<file path="src/sv/tdg_pkg.sv">
// shared types, constants and the arctangent table for the turn-then-drive controller
// no dependencies; every other file of the block imports this package
`default_nettype none

package tdg_pkg;

    // cordic iteration count, capped by the length of the arctangent table
    localparam int CORDIC_STEPS = 16;
    localparam int ATAN_ENTRIES = 24;
    localparam int CORDIC_ITERS = (CORDIC_STEPS < ATAN_ENTRIES) ? CORDIC_STEPS : ATAN_ENTRIES;
    localparam int IDX_W        = 5;

    // field widths
    localparam int CMD_W    = 2;
    localparam int POS_W    = 32;
    localparam int Q_W      = 16;
    localparam int LIN_W    = 15;
    localparam int ANGCMD_W = 16;
    localparam int RAD_W    = 24;
    localparam int TOL_W    = 14;

    // datapath widths
    localparam int DIF_W     = POS_W + 1;
    localparam int MAG_W     = POS_W;
    localparam int MUL_W     = RAD_W + 1;
    localparam int PRD_W     = 2 * MUL_W;
    localparam int VEC_W     = 34;
    localparam int CRD_W     = 45;
    localparam int ANG_W     = 28;
    localparam int ERR_W     = ANG_W + 1;
    localparam int TOL_SHIFT = 12;

    // cordic normalization limits (bit positions)
    localparam int NORM_BIT  = 40;
    localparam int SMALL_BIT = 32;
    localparam int NORM_STEP = NORM_BIT - SMALL_BIT;

    // configuration port
    localparam int CFG_IDX_W  = 4;
    localparam int CFG_DATA_W = 24;

    // angle constants, 2^-24 rad
    localparam logic signed [ANG_W-1:0] ANG_PI     = ANG_W'(52707179);
    localparam logic signed [ERR_W-1:0] ERR_PI     = ERR_W'(52707179);
    localparam logic signed [ERR_W-1:0] ERR_NEG_PI = -ERR_W'(52707179);
    localparam logic signed [ERR_W-1:0] ERR_TWO_PI = ERR_W'(105414357);

    // one in Q2.28
    localparam logic signed [PRD_W-1:0] ONE_Q28 = PRD_W'(268435456);

    // input item kinds
    localparam logic [CMD_W-1:0] CMD_POSE = 2'd0;
    localparam logic [CMD_W-1:0] CMD_GOAL = 2'd1;
    localparam logic [CMD_W-1:0] CMD_TICK = 2'd2;

    // register indexes
    localparam logic [CFG_IDX_W-1:0] REG_FORWARD_SPEED     = 4'd0;
    localparam logic [CFG_IDX_W-1:0] REG_TURN_SPEED        = 4'd1;
    localparam logic [CFG_IDX_W-1:0] REG_ARRIVE_RADIUS     = 4'd2;
    localparam logic [CFG_IDX_W-1:0] REG_HEADING_TOLERANCE = 4'd3;

    // register reset values
    localparam logic [LIN_W-1:0] FORWARD_SPEED_RST     = 15'd819;
    localparam logic [LIN_W-1:0] TURN_SPEED_RST        = 15'd2048;
    localparam logic [RAD_W-1:0] ARRIVE_RADIUS_RST     = 24'd13107;
    localparam logic [TOL_W-1:0] HEADING_TOLERANCE_RST = 14'd410;

    typedef struct packed {
        logic [CMD_W-1:0]        cmd;
        logic signed [POS_W-1:0] x_pos;
        logic signed [POS_W-1:0] y_pos;
        logic signed [Q_W-1:0]   quat_x;
        logic signed [Q_W-1:0]   quat_y;
        logic signed [Q_W-1:0]   quat_z;
        logic signed [Q_W-1:0]   quat_w;
    } tdg_in_t;

    typedef struct packed {
        logic [LIN_W-1:0]           linear_cmd;
        logic signed [ANGCMD_W-1:0] angular_cmd;
        logic                       reached;
    } tdg_out_t;

    // controller states
    typedef enum logic [4:0] {
        ST_IDLE,
        ST_DIFF,
        ST_ABS,
        ST_SQ_X,
        ST_SQ_Y,
        ST_SQ_R,
        ST_DIST,
        ST_HIT,
        ST_Q_WZ,
        ST_Q_XY,
        ST_Q_YY,
        ST_Q_ZZ,
        ST_Q_DEN,
        ST_YAW_GO,
        ST_YAW_WAIT,
        ST_HEAD_GO,
        ST_HEAD_WAIT,
        ST_ERR,
        ST_WRAP0,
        ST_WRAP1,
        ST_OUT
    } tdg_state_t;

    // datapath operations issued by the controller
    typedef enum logic [4:0] {
        OP_NONE,
        OP_LOAD_POSE,
        OP_LOAD_GOAL,
        OP_DIFF,
        OP_ABS,
        OP_SQ_X,
        OP_SQ_Y,
        OP_SQ_R,
        OP_Q_WZ,
        OP_Q_XY,
        OP_Q_YY,
        OP_Q_ZZ,
        OP_Q_DEN,
        OP_YAW_GO,
        OP_HEAD_GO,
        OP_ERR,
        OP_WRAP,
        OP_RESULT_MOVE,
        OP_RESULT_HIT
    } tdg_op_t;

    // cordic unit states
    typedef enum logic [1:0] {
        CS_IDLE,
        CS_NORM,
        CS_ITER
    } tdg_cordic_state_t;

    // datapath status back to the controller
    typedef struct packed {
        logic far;
        logic cordic_done;
    } tdg_status_t;

    // atan(2^-i) in 2^-24 rad
    function automatic logic signed [ANG_W-1:0] tdg_atan(input logic [IDX_W-1:0] idx);
        logic signed [ANG_W-1:0] val;
        unique case (idx)
            5'd0:    val = ANG_W'(13176795);
            5'd1:    val = ANG_W'(7778716);
            5'd2:    val = ANG_W'(4110060);
            5'd3:    val = ANG_W'(2086331);
            5'd4:    val = ANG_W'(1047214);
            5'd5:    val = ANG_W'(524117);
            5'd6:    val = ANG_W'(262123);
            5'd7:    val = ANG_W'(131069);
            5'd8:    val = ANG_W'(65536);
            5'd9:    val = ANG_W'(32768);
            5'd10:   val = ANG_W'(16384);
            5'd11:   val = ANG_W'(8192);
            5'd12:   val = ANG_W'(4096);
            5'd13:   val = ANG_W'(2048);
            5'd14:   val = ANG_W'(1024);
            5'd15:   val = ANG_W'(512);
            5'd16:   val = ANG_W'(256);
            5'd17:   val = ANG_W'(128);
            5'd18:   val = ANG_W'(64);
            5'd19:   val = ANG_W'(32);
            5'd20:   val = ANG_W'(16);
            5'd21:   val = ANG_W'(8);
            5'd22:   val = ANG_W'(4);
            5'd23:   val = ANG_W'(2);
            default: val = '0;
        endcase
        return val;
    endfunction

endpackage

`default_nettype wire

</file>
<file path="src/sv/tdg_ctrl.sv">
// controller: input and output handshakes, valid flags and the per-tick operation sequence
// depends on tdg_pkg
`default_nettype none

module tdg_ctrl (
    input  logic                           clk,
    input  logic                           rst_n,
    input  logic                           in_valid,
    input  logic [tdg_pkg::CMD_W-1:0]      in_cmd,
    output logic                           in_ready,
    output logic                           out_valid,
    input  logic                           out_ready,
    input  tdg_pkg::tdg_status_t           status,
    output tdg_pkg::tdg_op_t               op
);
    import tdg_pkg::*;

    tdg_state_t state_reg, state_next;
    logic       pose_valid_reg, pose_valid_next;
    logic       goal_valid_reg, goal_valid_next;
    logic       out_valid_reg, out_valid_next;
    logic       out_free;

    // output register can take a new result
    assign out_free = !out_valid_reg || out_ready;

    // next state and operation
    always_comb
    begin
        state_next      = state_reg;
        pose_valid_next = pose_valid_reg;
        goal_valid_next = goal_valid_reg;
        out_valid_next  = out_valid_reg && !out_ready;
        op              = OP_NONE;
        unique case (state_reg)
            ST_IDLE:
            begin
                if (in_valid)
                begin
                    unique case (in_cmd)
                        CMD_POSE:
                        begin
                            op              = OP_LOAD_POSE;
                            pose_valid_next = 1'b1;
                        end
                        CMD_GOAL:
                        begin
                            op              = OP_LOAD_GOAL;
                            goal_valid_next = 1'b1;
                        end
                        CMD_TICK:
                        begin
                            if (pose_valid_reg && goal_valid_reg)
                                state_next = ST_DIFF;
                        end
                        default: ;
                    endcase
                end
            end
            ST_DIFF:
            begin
                op         = OP_DIFF;
                state_next = ST_ABS;
            end
            ST_ABS:
            begin
                op         = OP_ABS;
                state_next = ST_SQ_X;
            end
            ST_SQ_X:
            begin
                op         = OP_SQ_X;
                state_next = ST_SQ_Y;
            end
            ST_SQ_Y:
            begin
                op         = OP_SQ_Y;
                state_next = ST_SQ_R;
            end
            ST_SQ_R:
            begin
                op         = OP_SQ_R;
                state_next = ST_DIST;
            end
            ST_DIST:
            begin
                state_next = status.far ? ST_Q_WZ : ST_HIT;
            end
            ST_HIT:
            begin
                if (out_free)
                begin
                    op              = OP_RESULT_HIT;
                    goal_valid_next = 1'b0;
                    out_valid_next  = 1'b1;
                    state_next      = ST_IDLE;
                end
            end
            ST_Q_WZ:
            begin
                op         = OP_Q_WZ;
                state_next = ST_Q_XY;
            end
            ST_Q_XY:
            begin
                op         = OP_Q_XY;
                state_next = ST_Q_YY;
            end
            ST_Q_YY:
            begin
                op         = OP_Q_YY;
                state_next = ST_Q_ZZ;
            end
            ST_Q_ZZ:
            begin
                op         = OP_Q_ZZ;
                state_next = ST_Q_DEN;
            end
            ST_Q_DEN:
            begin
                op         = OP_Q_DEN;
                state_next = ST_YAW_GO;
            end
            ST_YAW_GO:
            begin
                op         = OP_YAW_GO;
                state_next = ST_YAW_WAIT;
            end
            ST_YAW_WAIT:
            begin
                if (status.cordic_done)
                    state_next = ST_HEAD_GO;
            end
            ST_HEAD_GO:
            begin
                op         = OP_HEAD_GO;
                state_next = ST_HEAD_WAIT;
            end
            ST_HEAD_WAIT:
            begin
                if (status.cordic_done)
                    state_next = ST_ERR;
            end
            ST_ERR:
            begin
                op         = OP_ERR;
                state_next = ST_WRAP0;
            end
            ST_WRAP0:
            begin
                op         = OP_WRAP;
                state_next = ST_WRAP1;
            end
            ST_WRAP1:
            begin
                op         = OP_WRAP;
                state_next = ST_OUT;
            end
            ST_OUT:
            begin
                if (out_free)
                begin
                    op             = OP_RESULT_MOVE;
                    out_valid_next = 1'b1;
                    state_next     = ST_IDLE;
                end
            end
            default:
            begin
                state_next = ST_IDLE;
            end
        endcase
    end

    // state, flags and output valid
    always_ff @(posedge clk or negedge rst_n)
    begin
        if (!rst_n)
        begin
            state_reg      <= ST_IDLE;
            pose_valid_reg <= 1'b0;
            goal_valid_reg <= 1'b0;
            out_valid_reg  <= 1'b0;
        end
        else
        begin
            state_reg      <= state_next;
            pose_valid_reg <= pose_valid_next;
            goal_valid_reg <= goal_valid_next;
            out_valid_reg  <= out_valid_next;
        end
    end

    assign in_ready  = (state_reg == ST_IDLE);
    assign out_valid = out_valid_reg;

    // a result never overwrites one still waiting
    a_out_free: assert property (@(posedge clk) disable iff (!rst_n)
        (op == OP_RESULT_HIT || op == OP_RESULT_MOVE) |-> (!out_valid_reg || out_ready))
        else $error("result register overwritten");

    // the step sequence only runs with a stored pose and goal
    a_tick_valid: assert property (@(posedge clk) disable iff (!rst_n)
        (state_reg == ST_DIFF) |-> (pose_valid_reg && goal_valid_reg))
        else $error("tick processed without pose and goal");

    // reaching the goal forgets it and presents a result
    a_hit_clears: assert property (@(posedge clk) disable iff (!rst_n)
        (op == OP_RESULT_HIT) |=> (!goal_valid_reg && out_valid_reg))
        else $error("goal not cleared on arrival");

endmodule

`default_nettype wire

</file>
<file path="config.mk">
export PLATFORM = sky130hd
export DESIGN_NAME = tdg_ctrl
export DESIGN_NICKNAME = d
export VERILOG_FILES = /design/src/sv/tdg_pkg.sv /design/src/sv/tdg_ctrl.sv
export SDC_FILE = /design/constraint.sdc
export NUM_CORES = 1
export LEC_CHECK = 0
export BUFFER_PORTS_ARGS = -buffer_cell sky130_fd_sc_hd__buf_2
export CAP_MARGIN = 20
export CORE_UTILIZATION = 40
export CTS_CLUSTER_SIZE = 16
export DETAILED_ROUTE_END_ITERATION = 10
export PLACE_DENSITY = 0.66
export SLEW_MARGIN = 30
export SYNTH_ARGS = -nofsm -noshare
export SYNTH_HDL_FRONTEND = slang
export SYNTH_SLANG_ARGS = --single-unit
</file>
<file path="constraint.sdc">
create_clock -name clk -period 1.8 [get_ports clk]
set_clock_uncertainty 0.05 [all_clocks]
set_input_delay 0.18 -clock clk [delete_from_list [all_inputs] [get_ports clk]]
set_output_delay 0.18 -clock clk [all_outputs]
set_load 0.03 [all_outputs]
</file>
==> impl_results.md <==
* # IOs at 15
* Peak fanout along the critical path at 10
* Initial antenna violation count at 0
* Hold Crit Class: in2reg
* CTS clk-pin slew, worst paths at 0.06 ns
* H-tree depth at 1
* Post-Syn Area at 709 sq um
* Reg2Reg Setup Slack at -0.13 ns
* Die X at 44.1 um
* Max-slew violations at 0
* Final setup viols at 7
* # rows at 14
* Via count at 841
* Max-Cap Viols at 0
* RSZ-0062 raised after global routing: true
* CP Capture Type: output port
* Violated checks: design-rule violations, negative setup slack
* Hpwl dp at 1.58 mm
* Overall power at 2.38 mW
* Ratio of cells with drive above 1 in the final layout at 51.7%
* Iter 0 DRT Violations at 34
* Clk Latency, worst-skew pair at 0.26 ns
* Fill cell count at 113
* Cell area power density at 2120 nW/um^2
* CTS Buffer Depth at 2
* Number of remaining DRC errors at 1
* Vias in the first global route at 844
* Final WS setup at -0.157 ns
* Avg Inst Size Synth at 8.76 sq um
* GR Util All Layers at 27.2%
* Worst path arrival time at 1.73 ns
* Area delta synth->final at 57.7%
* Slowest-stage cell, CP: dfrtp_2
* Most frequent cells in the layout: buf_4, buf_2, nand2_1, buf_6
* CTS sink cnt at 8
* Avg WL per Cell at 18.5 um
* Min cycle time layout at 1.96 ns
* Die ar. at 1950 sq um
* CTS tree: built
* Worst setup SP type: register
* Layout Nets at 128
* Initial Util at 45.0%
* Leak at 0.496 nW
* Number of hold violations in the final report at 0
* CTS buffer count at 3
* Commonest non-fill, non-tap cell in the layout: buf_4
* Global-route wire length before repair at 3.79 mm
* Antenna Violating Nets Remaining at 0
* Routed WL at 2.48 mm
* Die H at 44.1 um
* Vias per inst at 6.28
* Area leader, netlist: dfrtp_1
* Period utilization at 109%
* Outcome: finished, violations left
* Synth top area cells: dfrtp_1, nor2b_1, a2111oi_4, a211oi_2, a21oi_1
* Core area at 1580 sq um
* Pin count of the biggest net entering global routing at 11
* Synth Warn # at 0
* Yosys top cell area share at 28.2%
* Gr ovfl total at 0
* Maximum vdd ir drop at 0.000978 V
* Worst endpoint required time at 1.57 ns
* Critical path cell sequence: buf_4, nor4_4, nand4b_1, o311ai_4, buf_6
* Root buf cell: clkbuf_4
* GP Congestion at 0.836
* Hold WS at 0.110 ns
* Max FFs per register at 5
* Slew headroom at 75.1%
* Sequential fraction of the synthesis area at 28.2%
* Synthesized Nets at 89
* Syn Inst Count at 81
* Worst path max stage delay at 0.44 ns
* Final cell utilization of the core at 71.0%
* Max frequency at 511 MHz
* IO buf count at 14
* DR pass1 iterations at 7
* Setup Crit Path Kind: reg2out
* Worst Max-Slew Pin Slew at 0.374 ns
* Seq cells post-synth at 8
* Synth cell types at 38
* Antenna Cells at 0
==> power by group <==
part	switching [mW]	internal [mW]	leakage (nW)
logic	0.979	0.895	0.386
registers	0.0904	0.271	0.0962
clock network	0.0643	0.0765	0.0138
total	1.13	1.24	0.496
==> Yosys cell counts <==
| cell type | n |
|---|---|
| nand3b_1 | 2 |
| o22ai_1 | 1 |
| a32o_1 | 1 |
| a2bb2o_1 | 1 |
| nand2b_1 | 1 |
| a221oi_1 | 1 |
| a21o_1 | 2 |
| nand4_1 | 3 |
| o21bai_1 | 1 |
| o22a_1 | 1 |
| or4b_1 | 1 |
| a2111oi_4 | 1 |
| or3b_1 | 1 |
| nor2_1 | 6 |
| nand2_1 | 6 |
| or3_1 | 1 |
| o311ai_1 | 1 |
| o21ai_0 | 1 |
| and4b_1 | 1 |
| inv_1 | 3 |
| o21ai_1 | 3 |
| a31oi_1 | 2 |
| clkbuf_1 | 6 |
| mux2_1 | 2 |
| or2_1 | 1 |
| a21oi_1 | 5 |
| buf_6 | 1 |
| a211oi_2 | 2 |
| nand4b_1 | 2 |
| o211ai_1 | 1 |
| nor4_4 | 1 |
| and3_1 | 1 |
| nor2b_1 | 5 |
| o31ai_1 | 2 |
| a311oi_1 | 1 |
| dfrtp_1 | 8 |
| o32ai_1 | 1 |
| or4b_4 | 1 |
==> worst max-delay path: cells and delay by family (launching register included) <==
family	cells	cell delay, ns
AND/OR/NAND/NOR	2	0.53
flip-flops	1	0.44
AO/OA/AOI/OAI	1	0.13
buffers and inverters	2	0.36
==> cell families after synthesis <==
family / count (synthesis) / share of synthesized area, %
multiplexers: 2 / 3.17
flip-flops: 8 / 28.2
AND/OR/NAND/NOR: 33 / 30.5
buffers and inverters: 10 / 6.35
AO/OA/AOI/OAI: 28 / 31.7
==> metrics by stage <==
stage / std cells / instance area, sq um / setup TNS [ns] / worst slack (ns)
4_1_cts: 135 / 1070 / -0.359 / -0.113
3_3_place_gp: 119 / 906 / 0 / 0.0176
3_5_place_dp: 119 / 906 / 0 / 0.00153
6_report: 134 / 1120 / -0.601 / -0.157
2_1_floorplan: 81 / 737 / -0.483 / -0.309
5_1_grt: 134 / 1120 / -0.842 / -0.209
==> area by class of cell <==
type / instances / area, sq um / share of cell area, %
Timing Repair Buffer: 41 / 313 / 28.0
Multi-Input combinational cell: 63 / 548 / 49.0
Clock buffer: 3 / 22.5 / 2.01
Sequential cell: 8 / 204 / 18.2
Tap cell: 16 / 20.0 / 1.79
Inverter: 3 / 11.3 / 1.01
==> per-layer routing <==
metal | vias to the layer above | GRT usage [%] | wire (um)
met5 | - | 0 | 0
met4 | 0 | 15.8 | 91
met3 | 10 | 2.86 | 160
met2 | 41 | 43.8 | 1210
met1 | 402 | 35.2 | 1010
li1 | 388 | - | -
==> repair_timing <==
| item | 4_1_cts | 5_1_grt |
|---|---|---|
| resized for setup | 14 | 14 |
| gates cloned | 0 | 0 |
| setup buffers | 12 | 2 |
| hold endpoints to repair | 8 | 0 |
| pin swaps | 7 | 8 |
| hold buffers | 1 | 0 |
| endpoints found under the setup margin | 6 | 10 |
==> final timing paths <==
path	from	end	cells after the start
worst min register to register	pose_valid_reg$_DFFE_PN0P_	pose_valid_reg$_DFFE_PN0P_	1
max in group asynchronous	rst_n	state_reg[3]$_DFFE_PN0P_	2
worst max register to register	state_reg[1]$_DFFE_PN0P_	state_reg[2]$_DFFE_PN0P_	5
min in group asynchronous	rst_n	state_reg[4]$_DFFE_PN0P_	2
worst max-delay path	state_reg[4]$_DFFE_PN0P_	op[1]	5
worst min-delay path	in_cmd[0]	pose_valid_reg$_DFFE_PN0P_	2
No activity file was read; power rests on OpenSTA's default activity.
